--- config.mk ---
export PLATFORM = sky130hd
export DESIGN_NAME = fifo_mutex_grant_arbiter
export DESIGN_NICKNAME = d
export VERILOG_FILES = /design/src/design/fmga_pkg.sv /design/src/design/fifo_mutex_grant_arbiter.sv /design/src/design/fmga_queue_ram.sv
export SDC_FILE = /design/constraint.sdc
export NUM_CORES = 1
export LEC_CHECK = 0
export BUFFER_PORTS_ARGS = -buffer_cell sky130_fd_sc_hd__buf_2
export CAP_MARGIN = 10
export CORE_UTILIZATION = 50
export CTS_CLUSTER_SIZE = 24
export DETAILED_ROUTE_END_ITERATION = 8
export PLACE_DENSITY = 0.67
export SYNTH_ARGS = -nofsm -noshare
export SYNTH_HDL_FRONTEND = slang
export SYNTH_SLANG_ARGS = --single-unit
--- constraint.sdc ---
create_clock -name clock -period 7.4 [get_ports clock]
set_input_delay 1.48 -clock clock [delete_from_list [all_inputs] [get_ports clock]]
set_output_delay 1.48 -clock clock [all_outputs]
set_load 0.02 [all_outputs]
--- src/design/fmga_pkg.sv ---
// Package for the FIFO-ordered mutex grant arbiter.
// Shared types and codes; used by fmga_queue_ram and fifo_mutex_grant_arbiter.
`default_nettype none

package fmga_pkg;

   localparam int LANE_W = 2;
   localparam int ID_W = 10;
   localparam int COUNT_W = 7;
   localparam int RELEASE_W = 16;
   localparam logic [RELEASE_W-1:0] RELEASE_MAX = '1;

   typedef enum logic [1:0] {
      CMD_REQUEST = 2'd0,
      CMD_RELEASE = 2'd1,
      CMD_LANE_DONE = 2'd2,
      CMD_UNUSED = 2'd3
   } cmd_type;

   typedef enum logic [2:0] {
      EV_QUEUED = 3'd0,
      EV_GRANTED = 3'd1,
      EV_REJECTED = 3'd2,
      EV_IGNORED = 3'd3,
      EV_LANE_DONE = 3'd4
   } event_type;

   typedef enum logic {
      S_IDLE,
      S_POP
   } state_type;

   // One waiting requester.
   typedef struct packed {
      logic [LANE_W-1:0] lane;
      logic [ID_W-1:0] vehicle_id;
   } entry_type;

   // Queue operations issued by the control logic for one cycle.
   typedef struct packed {
      logic push;
      logic pop;
   } queue_ctrl_type;

endpackage

`default_nettype wire

--- src/design/fifo_mutex_grant_arbiter.sv ---
// Top level of the FIFO-ordered mutex grant arbiter: command decode, grant state, result register.
// Depends on fmga_pkg and fmga_queue_ram.
`default_nettype none

// Grants one shared resource in strict arrival order. Each accepted command word
// yields exactly one result word. Requests, lane-finished commands, idle releases
// and releases with an empty queue are answered from the idle state; a release
// that hands the resource to the head of the waiting queue goes through the pop
// state, since the queue RAM returns the head entry in the cycle after the read.
// A full queue rejects the request with an error result. The queue RAM needs no
// clearing pass after reset: only written entries are ever read. A new command is
// taken in the idle state while the result register is empty or being drained.
module fifo_mutex_grant_arbiter
   import fmga_pkg::*;
#(
   parameter int QUEUE_DEPTH = 64,
   parameter int LANE_COUNT = 4
) (
   input wire logic clock,
   input wire logic reset,
   input wire logic req_valid,
   output logic req_ready,
   input wire logic [1:0] req_cmd,
   input wire logic [1:0] req_lane,
   input wire logic [9:0] req_vehicle_id,
   output logic rsp_valid,
   input wire logic rsp_ready,
   output logic [2:0] rsp_event_res,
   output logic [1:0] rsp_grant_lane,
   output logic [9:0] rsp_grant_id,
   output logic rsp_from_queue,
   output logic [6:0] rsp_queue_count,
   output logic [15:0] rsp_completed_count,
   output logic rsp_all_done
);

   localparam int FILL_W = $clog2(QUEUE_DEPTH + 1);
   localparam int LCMP_W = $clog2(LANE_COUNT + 1) + 1;

   state_type state_ff, state_in;
   logic busy_ff, busy_in;
   logic [RELEASE_W-1:0] release_ff, release_in;
   logic [LANE_COUNT-1:0] mask_ff, mask_in;

   logic rsp_valid_ff, rsp_valid_in;
   event_type event_ff, event_in;
   entry_type grant_ff, grant_in;
   logic from_queue_ff, from_queue_in;
   logic [COUNT_W-1:0] count_ff, count_in;
   logic all_done_ff, all_done_in;

   queue_ctrl_type qctrl;
   entry_type req_entry;
   entry_type pop_entry;
   logic [FILL_W-1:0] fill;
   logic [FILL_W-1:0] fill_after;
   logic accept;
   logic load_rsp;
   logic lane_ok;
   logic [LANE_COUNT-1:0] lane_bit;

   fmga_queue_ram #(
      .DEPTH(QUEUE_DEPTH)
   ) u_queue (
      .clock(clock),
      .reset(reset),
      .ctrl(qctrl),
      .push_entry(req_entry),
      .pop_entry(pop_entry),
      .fill(fill)
   );

   assign req_entry = '{lane: req_lane, vehicle_id: req_vehicle_id};
   assign req_ready = (state_ff == S_IDLE) && (!rsp_valid_ff || rsp_ready);
   assign accept = req_valid && req_ready;
   assign lane_ok = LCMP_W'(req_lane) < LCMP_W'(LANE_COUNT);
   assign lane_bit = LANE_COUNT'(1) << req_lane;

   always_comb begin
      state_in = state_ff;
      busy_in = busy_ff;
      release_in = release_ff;
      mask_in = mask_ff;
      qctrl = '{push: 1'b0, pop: 1'b0};
      load_rsp = 1'b0;
      event_in = EV_IGNORED;
      grant_in = '0;
      from_queue_in = 1'b0;
      fill_after = fill;

      case (state_ff)
         S_IDLE: begin
            if (accept) begin
               load_rsp = 1'b1;
               case (cmd_type'(req_cmd))
                  CMD_REQUEST: begin
                     if (!busy_ff && fill == '0) begin
                        busy_in = 1'b1;
                        event_in = EV_GRANTED;
                        grant_in = req_entry;
                     end else if (fill == FILL_W'(QUEUE_DEPTH)) begin
                        event_in = EV_REJECTED;
                     end else begin
                        qctrl.push = 1'b1;
                        fill_after = fill + 1'b1;
                        event_in = EV_QUEUED;
                     end
                  end
                  CMD_RELEASE: begin
                     if (busy_ff) begin
                        if (release_ff != RELEASE_MAX) begin
                           release_in = release_ff + 1'b1;
                        end
                        if (fill != '0) begin
                           // head entry comes back from the RAM next cycle
                           qctrl.pop = 1'b1;
                           load_rsp = 1'b0;
                           state_in = S_POP;
                        end else begin
                           busy_in = 1'b0;
                        end
                     end
                  end
                  CMD_LANE_DONE: begin
                     if (lane_ok) begin
                        mask_in = mask_ff | lane_bit;
                        event_in = EV_LANE_DONE;
                     end
                  end
                  default: begin
                     event_in = EV_IGNORED;
                  end
               endcase
            end
         end
         S_POP: begin
            // fill and release count already hold their post-step values
            load_rsp = 1'b1;
            event_in = EV_GRANTED;
            grant_in = pop_entry;
            from_queue_in = 1'b1;
            state_in = S_IDLE;
         end
         default: begin
            state_in = S_IDLE;
         end
      endcase

      count_in = COUNT_W'(fill_after);
      all_done_in = (&mask_in) && !busy_in && (fill_after == '0);
   end

   always_comb begin
      rsp_valid_in = rsp_valid_ff;
      if (rsp_valid_ff && rsp_ready) begin
         rsp_valid_in = 1'b0;
      end
      if (load_rsp) begin
         rsp_valid_in = 1'b1;
      end
   end

   always_ff @(posedge clock) begin
      if (reset) begin
         state_ff <= S_IDLE;
         busy_ff <= 1'b0;
         release_ff <= '0;
         mask_ff <= '0;
         rsp_valid_ff <= 1'b0;
      end else begin
         state_ff <= state_in;
         busy_ff <= busy_in;
         release_ff <= release_in;
         mask_ff <= mask_in;
         rsp_valid_ff <= rsp_valid_in;
      end
   end

   always_ff @(posedge clock) begin
      if (load_rsp) begin
         event_ff <= event_in;
         grant_ff <= grant_in;
         from_queue_ff <= from_queue_in;
         count_ff <= count_in;
         all_done_ff <= all_done_in;
      end
   end

   assign rsp_valid = rsp_valid_ff;
   assign rsp_event_res = event_ff;
   assign rsp_grant_lane = grant_ff.lane;
   assign rsp_grant_id = grant_ff.vehicle_id;
   assign rsp_from_queue = from_queue_ff;
   assign rsp_queue_count = count_ff;
   assign rsp_completed_count = release_ff;
   assign rsp_all_done = all_done_ff;

endmodule

`default_nettype wire

--- src/design/fmga_queue_ram.sv ---
// Ring queue of waiting requesters: one synchronous RAM plus head and fill pointers.
// Depends on fmga_pkg for entry_type and queue_ctrl_type.
`default_nettype none

module fmga_queue_ram
   import fmga_pkg::*;
#(
   parameter int DEPTH = 64
) (
   input wire logic clock,
   input wire logic reset,
   input wire queue_ctrl_type ctrl,
   input wire entry_type push_entry,
   output entry_type pop_entry,
   output logic [$clog2(DEPTH+1)-1:0] fill
);

   localparam int PTR_W = $clog2(DEPTH);
   localparam int FILL_W = $clog2(DEPTH + 1);

   entry_type mem [DEPTH];
   entry_type rd_data_ff;

   logic [PTR_W-1:0] head_ff, head_in;
   logic [FILL_W-1:0] fill_ff, fill_in;
   logic [PTR_W:0] tail_sum;
   logic [PTR_W-1:0] tail;

   // head + fill stays below twice the depth, so one subtract wraps it
   always_comb begin
      tail_sum = {1'b0, head_ff} + (PTR_W+1)'(fill_ff);
      if (tail_sum >= (PTR_W+1)'(DEPTH)) begin
         tail_sum = tail_sum - (PTR_W+1)'(DEPTH);
      end
      tail = tail_sum[PTR_W-1:0];
   end

   always_comb begin
      head_in = head_ff;
      fill_in = fill_ff;
      if (ctrl.pop) begin
         head_in = (head_ff == PTR_W'(DEPTH - 1)) ? '0 : head_ff + 1'b1;
         fill_in = fill_ff - 1'b1;
      end else if (ctrl.push) begin
         fill_in = fill_ff + 1'b1;
      end
   end

   always_ff @(posedge clock) begin
      if (reset) begin
         head_ff <= '0;
         fill_ff <= '0;
      end else begin
         head_ff <= head_in;
         fill_ff <= fill_in;
      end
   end

   always_ff @(posedge clock) begin
      if (ctrl.push) begin
         mem[tail] <= push_entry;
      end
      if (ctrl.pop) begin
         rd_data_ff <= mem[head_ff];
      end
   end

   assign pop_entry = rd_data_ff;
   assign fill = fill_ff;

endmodule

`default_nettype wire

==> results of run 1 <==
==> state kept, by name (all words and copies together), names as in the netlist <==
signal	count
rsp_queue_count	7
rsp_grant_id	10
busy_ff	1
state_ff	1
rsp_event_res	3
rsp_all_done	1
u_queue.head_ff	6
u_queue.fill	7
u_queue.mem	768
rsp_valid	1
mask_ff	4
rsp_grant_lane	2
u_queue.pop_entry	12
rsp_completed_count	16
rsp_from_queue	1
==> metal layers <==
layer,vias up,GRT usage
met4,0,0.0789
met1,8989,0.359
met5,-,0
met3,139,0.0554
met2,950,0.372
li1,7215,-
==> logic make-up (layout without fill, tap and decap cells) <==
logic type	count (synthesis)	in the layout	synth area share
AOI/OAI and AO/OA	204	204	0.0446
xor gates and xnor gates	21	21	0.00552
adders and majority gates	10	10	0.00398
buffers and inverters	118	249	0.0195
DFF	840	840	0.746
muxes	244	244	0.138
and+or+nand+nor	261	261	0.0426
==> worst paths after layout <==
| check | start | endpoint | slack, ns | cells past startpoint |
|---|---|---|---|---|
| min | rsp_completed_count[9] | rsp_completed_count[9] | 0.50 | 2 |
| min reg2reg | rsp_completed_count[9] | rsp_completed_count[9] | 0.50 | 2 |
| max reg2reg | u_queue.head_ff[1] | u_queue.mem[35][11] | 2.60 | 5 |
| max | req_cmd[1] | u_queue.mem[41][5] | 2.58 | 6 |
==> worst max-delay path, delay by kind of cell <==
| family | cells | cell delay (ns) |
|---|---|---|
| and+or+nand+nor | 5 | 3.41 |
| buffers and inverters | 1 | 0.15 |
==> layout make-up <==
class / instances / area (um^2)
timing repair buffer: 81 / 493
inverter: 19 / 71.3
multi-input combinational: 740 / 8140
clock inverter: 43 / 393
tap: 864 / 1080
sequential: 840 / 24900
clock buffer: 106 / 2200
fill: 4825 / 28600
==> placed cells by master, fill, tap and decap left out, drive strengths merged, types with 17 or more instances in the layout <==
| cell | synthesis | layout |
|---|---|---|
| mux4 | 170 | 170 |
| dfxtp | 36 | 36 |
| a22o | 22 | 22 |
| a22oi | 17 | 17 |
| clkinv | 2 | 35 |
| inv | 17 | 19 |
| nor2 | 36 | 36 |
| nor3 | 84 | 84 |
| nand3 | 25 | 25 |
| o21ai | 24 | 24 |
| nand2 | 34 | 34 |
| a211oi | 21 | 21 |
| a21oi | 22 | 22 |
| mux2i | 65 | 65 |
| or3 | 18 | 18 |
| edfxtp | 804 | 804 |
| o22ai | 37 | 37 |
| clkbuf | 34 | 106 |
| buf | 65 | 81 |
==> power by group <==
| part | internal, mW | switching, mW | total [mW] |
|---|---|---|---|
| logic | 0.0188 | 0.122 | 0.140 |
| registers | 5.21 | 0.00332 | 5.21 |
| clock network | 2.32 | 1.73 | 4.05 |
| total | 7.55 | 1.86 | 9.41 |
==> stage by stage <==
step	area [um^2]	hold WS [ns]	instances	utilization	power, mW
floorplan	33300	0.403	1698	-	5.35
global placement	34700	0.476	2544	0.526	5.46
detailed placement	34700	0.490	2544	0.526	5.46
CTS	37300	0.501	2693	0.566	9.46
global route	37300	0.525	2693	0.566	9.64
finish	37300	0.496	2693	0.566	9.41
==> impl_metrics.yaml, run 1 <==
run_status:
  status: "completed"
floorplanning:
  core_area_mm2: 0.0659
  initial_core_util: 0.506
  rows: 94
  die_w_um: 260
  num_io_pins: 60
  dieHeight_um: 260
  dieArea_mm2: 0.0677
detailed_routing:
  drtAntennaViolNets: 0
  dr.pass1.iters: 6
  wl_per_cell_um: 30.2
  drc: 0
  top_layer_used: "met4"
  met2_length_mm: 37.7
  wl_met1_mm: 33.8
  routed_wl_mm: 81.4
  met3_length_mm: 7.37
  via_count: 17300
  drt_iter0_markers: 2362
  vias_per_cell: 6.42
sta:
  slew_headroom: 0.185
  hold_viol: 0
  fmax_mhz: 208
  setup_viol: 0
  setup_ws_ns: 2.58
  tns_ns: 0
  slew_violations: 0
  worst_slew_pin_slew_ns: 1.22
  finalCritPeriodShare: 0.651
  min_period_ns: 4.82
  skew_ns: 0.0218
  rsz0062_at_grt: "false"
pwr:
  irDropWorstVdd_uv: 152
  p_per_area_mw_per_mm2: 252
  p_leak_nw: 11.3
synth:
  synth.most_common_cell: "edfxtp_1"
  synth_edf_count: 804
  postSynthAreaPerCell_um2: 19.6
  synthArstFlopShare: 0
  ys_seq_area_frac: 0.746
  synth_top_cell_by_area: "edfxtp_1"
  synth_cell_types: 81
  synth_area_mm2: 0.0333
  synth_nets: 1726
  synthDominantCellAreaShare: 0.725
  ys.flop_type: "edfxtp_1"
  ys_ff_latch: 840
  syn_inst: 1698
  synth_common_cells: "804 x edfxtp_1, 170 x mux4_2, 82 x nor3_1"
  synth_area_leaders: "edfxtp_1 72%, mux4_2 11%, dfxtp_1 2.2%"
  ys_warn_count: 0
critical_path:
  worstPathRequired_ns: 7.64
  timing.setup.critical_path_class: "in2reg"
  crit_chain: "buf_2, nor2_1, nand4_1, nor2_2, nand4_1, nor3_2"
  cp-start-kind: "input pin"
  slowest_delay_ns: 1.15
  arrival_ns: 5.06
  critical_path.most_common_cell: "nand4_1"
  crit_fanout: 12
  cpMaxStageDelayCell: "nor3_2"
  endpoint_kind: "flop"
layout:
  num_antenna_cells: 0
  final_nets: 1792
  drive_gt1_frac: 0.256
  syn2layout_area_growth_pct: 11.8
clocking:
  cts_max_level: 3
  clockRootBuffer: "clkbuf_16"
  ctsHoldBuffers: 0
  clk_pin_slew_ns: 0.06
  cts_buffers: 82
  post_cts_buffers: 0
  clk_path_buf_depth: 3
  clk-insertion-delay-late_ns: 0.63
  cts_resized: 0
  numClockSinks: 840
  cts_tree: "yes"
placement:
  dp_hpwl_mm: 48.4
  place.gp.congestion: 0.931
  port-buffer-count: 59
  preCtsSetupSlack_ns: 2.06
global_route:
  gr-total-overflow: 0
  grt_max_degree: 136
  grt_antenna_before_repair: 0
  grt_usage: 0.246
  grt_pass1_vias: 16800
  grt_pass1_wl_mm: 118
run:
  cap_violations: 0
min_path:
  hold_path.class: "reg2reg"
Note: power is estimated with default switching activity, not from simulation.
==> run 2: changes to the inputs <==
--- a/config.mk
+++ b/config.mk
@@ -5,6 +5,7 @@
 export SDC_FILE = /design/constraint.sdc
 export NUM_CORES = 1
 export LEC_CHECK = 0
+export ABC_AREA = 1
 export BUFFER_PORTS_ARGS = -buffer_cell sky130_fd_sc_hd__buf_2
 export CAP_MARGIN = 10
 export CORE_UTILIZATION = 50
==> constraint.sdc (replaced) <==
create_clock -name clock -period 4.9 [get_ports clock]
set_input_delay 0.98 -clock clock [delete_from_list [all_inputs] [get_ports clock]]
set_output_delay 0.98 -clock clock [all_outputs]
set_load 0.02 [all_outputs]
==> run 2 against run 1 <==
The run now ends with slew limit left. Combinational power up 140%. Sequential power up 51%. Final cell count up 50%. Clock skew up 0.0023 ns.
==> impl_metrics.yaml, run 2 <==
critical_path:
  arrival_ns: 4.61
  reg2reg_depth: 6
  worstPathRequired_ns: 5.15
  crit_fanout: 50
  crit_chain: "clkinv_2, fa_1, o21ai_0, xnor2_1, nand4_1, nor2_1"
  endpoint_kind: "flop"
  slowest_delay_ns: 1.04
  worst-path-buf-inv: 1
  r2r-end: "u_queue.mem[43][0]"
  cpMaxStageDelayCell: "nor2_1"
  cp-start-kind: "flop"
  r2r_start: "u_queue.head_ff[1]"
  timing.setup.critical_path_class: "reg2reg"
  reg2reg_setup_slack_ns: 0.54
  path_delay_family: "simple AND/OR/NAND/NOR gates"
layout:
  syn2layout_area_growth_pct: 10.9
  drive_gt1_frac: 0.0927
  largest_reg_flops: 768
  design_area_mm2: 0.0386
  fin_util: 0.561
  mostFrequentLayoutCell: "edfxtp_1"
  regMostFlops: "u_queue.mem"
  final_cell_mix: "804 x edfxtp_1, 664 x nor2_1, 397 x nand2_1"
  num_antenna_cells: 0
  final_nets: 3082
synth:
  synthArstFlopShare: 0
  syn_inst: 2996
  synth_top_cell_by_area: "edfxtp_1"
  synth.most_common_cell: "edfxtp_1"
  synth_edf_count: 804
  synthDominantCellAreaShare: 0.693
  ys_ff_latch: 840
  ys_seq_area_frac: 0.714
  postSynthAreaPerCell_um2: 11.6
  ys_warn_count: 0
  synth_common_cells: "804 x edfxtp_1, 664 x nor2_1, 397 x nand2_1"
  synth_nets: 3024
  ys.flop_type: "edfxtp_1"
  synth_area_leaders: "edfxtp_1 69%, nor2_1 7.2%, o21ai_0 5.2%"
  synth_cell_types: 49
  synth_area_mm2: 0.0348
sta:
  worst_slew_pin_slew_ns: 1.65
  tns_ns: 0
  fmax_mhz: 229
  slew_violations: 123
  min_period_ns: 4.36
  rsz0062_at_grt: "false"
  slew_headroom: -0.0969
  finalCritPeriodShare: 0.890
  hold_slack_ns: 0.500
  skew_ns: 0.0241
  hold_viol: 0
  setup_viol: 0
pwr:
  swShare: 0.205
  pwr-share-seq: 0.547
  p_sw_mw: 2.96
  p_total_mw: 14.4
  irDropWorstVdd_uv: 286
  p_per_area_mw_per_mm2: 373
  combPwrFrac: 0.023
  p_leak_nw: 13.3
  p_clk_frac: 0.430
  internal_power_mw: 11.5
global_route:
  grt_usage: 0.260
  grt_pass1_wl_mm: 137
  grt_pass1_vias: 22400
  grt_max_degree: 243
  grt_antenna_before_repair: 1
  gr-total-overflow: 0
placement:
  place.gp.congestion: 0.982
  dp_hpwl_mm: 53.6
  port-buffer-count: 59
  placed_area_mm2: 0.0360
detailed_routing:
  routed_wl_mm: 91.5
  drc: 0
  met3_length_mm: 8.52
  dr.pass1.iters: 8
  met2_length_mm: 42.8
  wl_per_cell_um: 22.6
  via_count: 23300
  wl_met1_mm: 37.4
  vias_per_cell: 5.76
  drt_iter0_markers: 3180
  top_layer_used: "met4"
  drtAntennaViolNets: 0
floorplanning:
  die_w_um: 266
  num_io_pins: 60
  rows: 96
  core_area_mm2: 0.0688
  dieHeight_um: 266
  dieArea_mm2: 0.0707
  initial_core_util: 0.506
clocking:
  clockRootBuffer: "clkbuf_16"
  post_cts_buffers: 0
  cts_max_level: 3
  clk_pin_slew_ns: 0.06
  cts_resized: 0
  clk_path_buf_depth: 3
  clk-insertion-delay-late_ns: 0.64
  cts_tree: "yes"
  numClockSinks: 840
  cts_buffers: 84
  ctsHoldBuffers: 0
run_status:
  violations: "slew limit"
  status: "complete, but fails checks"
run:
  cap_violations: 0
min_path:
  hold_path.class: "reg2reg"
  min_path_cells: 2
  min_to: "rsp_completed_count[14]"
  hp-start: "rsp_completed_count[14]"
## run 2: cell types whose count changed in the layout (fill, tap and decap cells not counted), sizes merged, moves of 22 or more
cell	delta
mux4	-170
o21ai	+402
a21oi	+25
nor3	-72
a22o	-22
inv	+94
nand3	+124
nor2	+636
mux2i	-64
o22ai	-22
buf	+59
nand2	+367
o211ai	+82
## run 2: final cells by class
class                   instances  area (um^2)
clock inverters                42          359
inverters                     115          440
well taps                     931         1160
multi-input cells            1873         8580
fillers                      5665        30200
repair buffers                140          953
clock buffers                 108         2260
flip-flops and latches        840        24900
## run 2: through the flow
step	cells	worst slack (ns)
floorplan	2996	1.93
global placement	3899	0.715
detailed placement	3899	0.519
CTS	4049	0.479
global route	4049	0.207
finish	4049	0.540
## run 2: worst max path at each step
stage / start / end / slack (ns) / depth (start not counted)
6_report: u_queue.head_ff[1] / u_queue.mem[43][0] / 0.54 / 6
5_1_grt: u_queue.head_ff[1] / u_queue.mem[43][0] / 0.21 / 6
2_1_floorplan: u_queue.head_ff[1] / u_queue.mem[48][0] / 1.93 / 10
4_1_cts: u_queue.head_ff[1] / u_queue.mem[43][2] / 0.48 / 6
3_3_place_gp: u_queue.head_ff[1] / u_queue.mem[43][4] / 0.71 / 6
3_5_place_dp: u_queue.head_ff[1] / u_queue.mem[43][1] / 0.52 / 6
## run 2: tightest hold or removal path: cells and delay by family (launching register included)
family | cells | cell delay [ns]
compound gates | 1 | 0.06
flops | 1 | 0.33
simple gates | 1 | 0.07
## run 2: cells by family (layout without fill, tap and decap cells)
family          after synthesis  after routing  synth area share
compound gates              589            589            0.0930
xor+xnor                     16             16           0.00402
fa+ha+maj                    10             10           0.00381
buf+inv                     283            405            0.0402
flops                       840            840             0.714
mux                           1              1          0.000287
simple gates               1257           1257             0.145
## run 2: routing by layer
layer | global-route usage | vias to the layer above
met5 | 0 | -
met4 | 0.0896 | 0
met3 | 0.0466 | 199
met2 | 0.409 | 1183
met1 | 0.367 | 11300
li1 | - | 10600
## run 2: power groups by stage
stage	clock [mW]	sequential (mW)	combinational (mW)
floorplan	0	8.06	0.0974
global placement	0	8.04	0.321
detailed placement	0	8.04	0.328
CTS	6.26	7.89	0.328
global route	6.53	7.89	0.352
finish	6.19	7.89	0.329
==> run 3: changes to the inputs <==
--- a/config.mk
+++ b/config.mk
@@ -5,12 +5,12 @@
 export SDC_FILE = /design/constraint.sdc
 export NUM_CORES = 1
 export LEC_CHECK = 0
-export ABC_AREA = 1
 export BUFFER_PORTS_ARGS = -buffer_cell sky130_fd_sc_hd__buf_2
 export CAP_MARGIN = 10
 export CORE_UTILIZATION = 50
 export CTS_CLUSTER_SIZE = 24
 export DETAILED_ROUTE_END_ITERATION = 8
+export HOLD_SLACK_MARGIN = 0.15
 export PLACE_DENSITY = 0.67
 export SYNTH_ARGS = -nofsm -noshare
 export SYNTH_HDL_FRONTEND = slang
==> run 3 against run 2 <==
Wire length down 12%. Non-clock buffer count up 17. First-iteration DRC count down 39%. The flow now finishes without violations. Setup slack better by 0.35 ns. Final cell count down 32%. Register-to-register slack better by 0.35 ns. Largest power group unchanged. Critical path depth unchanged.
==> impl_metrics.yaml, run 3 (same netlist as run 1, synthesis figures left out) <==
sta:
  worst_slew_pin_slew_ns: 1.13
  hold_viol: 0
  slew_headroom: 0.241
  tns_ns: 0
  skew_ns: 0.0217
  finalCritPeriodShare: 0.819
  setup_ws_ns: 0.887
  setup_viol: 0
  fmax_mhz: 249
  slew_violations: 0
  rsz0062_at_grt: "false"
  min_period_ns: 4.01
pwr:
  pwr-share-seq: 0.563
  irDropWorstVdd_uv: 322
  swShare: 0.200
  internal_power_mw: 11.2
  combPwrFrac: 0.015
  p_per_area_mw_per_mm2: 371
  p_leak_nw: 11.6
  p_sw_mw: 2.80
  p_clk_frac: 0.422
clocking:
  cts_resized: 0
  cts_buffers: 84
  cts_max_level: 3
  post_cts_buffers: 0
  clk_pin_slew_ns: 0.07
  clk_path_buf_depth: 3
  clk-insertion-delay-late_ns: 0.63
  numClockSinks: 840
  ctsHoldBuffers: 0
  cts_tree: "yes"
  clockRootBuffer: "clkbuf_16"
min_path:
  hold_path.class: "reg2reg"
floorplanning:
  rows: 94
  dieHeight_um: 260
  die_w_um: 260
  initial_core_util: 0.506
  core_area_mm2: 0.0659
  num_io_pins: 60
  dieArea_mm2: 0.0677
placement:
  placed_area_mm2: 0.0352
  dp.cells: 2620
  port-buffer-count: 59
  dp_hpwl_mm: 50.5
  preCtsSetupSlack_ns: 0.837
  place.gp.congestion: 0.911
detailed_routing:
  dr.pass1.iters: 5
  drc: 0
  met3_length_mm: 6.72
  met2_length_mm: 38.1
  vias_per_cell: 6.31
  wl_met1_mm: 33.5
  routed_wl_mm: 80.7
  drt_iter0_markers: 1944
  wl_per_cell_um: 29.2
  via_count: 17500
  top_layer_used: "met4"
  drtAntennaViolNets: 0
layout:
  regMostFlops: "u_queue.mem"
  mostFrequentLayoutCell: "edfxtp_1"
  fin_cells: 2768
  drive_gt1_frac: 0.282
  fillers: 4902
  syn2layout_area_growth_pct: 13.1
  design_area_mm2: 0.0377
  final_cell_mix: "804 x edfxtp_1, 170 x mux4_2, 97 x buf_4"
  largest_reg_flops: 768
  final_nets: 1870
  num_antenna_cells: 0
global_route:
  grt_pass1_wl_mm: 119
  gr-total-overflow: 0
  grt_max_degree: 104
  grt_pass1_vias: 17500
  grt_usage: 0.245
  grt_antenna_before_repair: 1
critical_path:
  endpoint_kind: "flop"
  cp-start-kind: "flop"
  worstPathRequired_ns: 5.14
  arrival_ns: 4.25
  timing.setup.critical_path_class: "reg2reg"
  crit_fanout: 17
run_status:
  status: "completed"
run:
  cap_violations: 0
## run 3: metrics by stage
step	power, mW	hold WS, ns	util
after floorplan	8.08	0.403	-
after global placement	8.23	0.473	0.535
after detailed placement	8.23	0.488	0.535
after CTS	14.1	0.495	0.572
after global routing	14.3	0.525	0.572
final	14.0	0.488	0.572
## run 3: cell type report
class / count / area (um^2) / share of cell area
Clock buffer: 110 / 2240 / 0.0595
Clock inverter: 38 / 236 / 0.00627
Inverter: 19 / 71.3 / 0.00189
Multi-Input combinational cell: 740 / 8140 / 0.216
Tap cell: 864 / 1080 / 0.0287
Timing Repair Buffer: 157 / 1040 / 0.0277
Sequential cell: 840 / 24900 / 0.660
## run 3: path summary, 6_finish.rpt
check | start | end | slack, ns | cells after the start
worst max-delay path | u_queue.head_ff[0] | u_queue.mem[54][1] | 0.89 | 6
worst min-delay path | rsp_completed_count[15] | rsp_completed_count[15] | 0.49 | 2
worst max register to register | u_queue.head_ff[0] | u_queue.mem[54][1] | 0.89 | 6
worst min register to register | rsp_completed_count[15] | rsp_completed_count[15] | 0.49 | 2
## run 3: worst max-delay path: stages (launching register included)
cell and delay (ns):
dfxtp_4 0.57, ha_1 0.25, inv_1 0.06, fa_1 0.56, nor3_1 0.59, nand2_1 0.56, nor3_2 1.00
## run 3: metal layers
metal  up-vias  track usage
li1       7367            -
met1      9122        0.351
met2       841        0.382
met3       145       0.0442
met4         0       0.0801
met5         -            0
## run 3: power by group through the flow
stage	Clock (mW)	Combinational [mW]	Sequential, mW
finish	5.90	0.206	7.87
global route	6.24	0.221	7.87
CTS	5.98	0.208	7.87
detailed placement	0	0.208	8.03
global placement	0	0.200	8.03
floorplan	0	0.0318	8.04
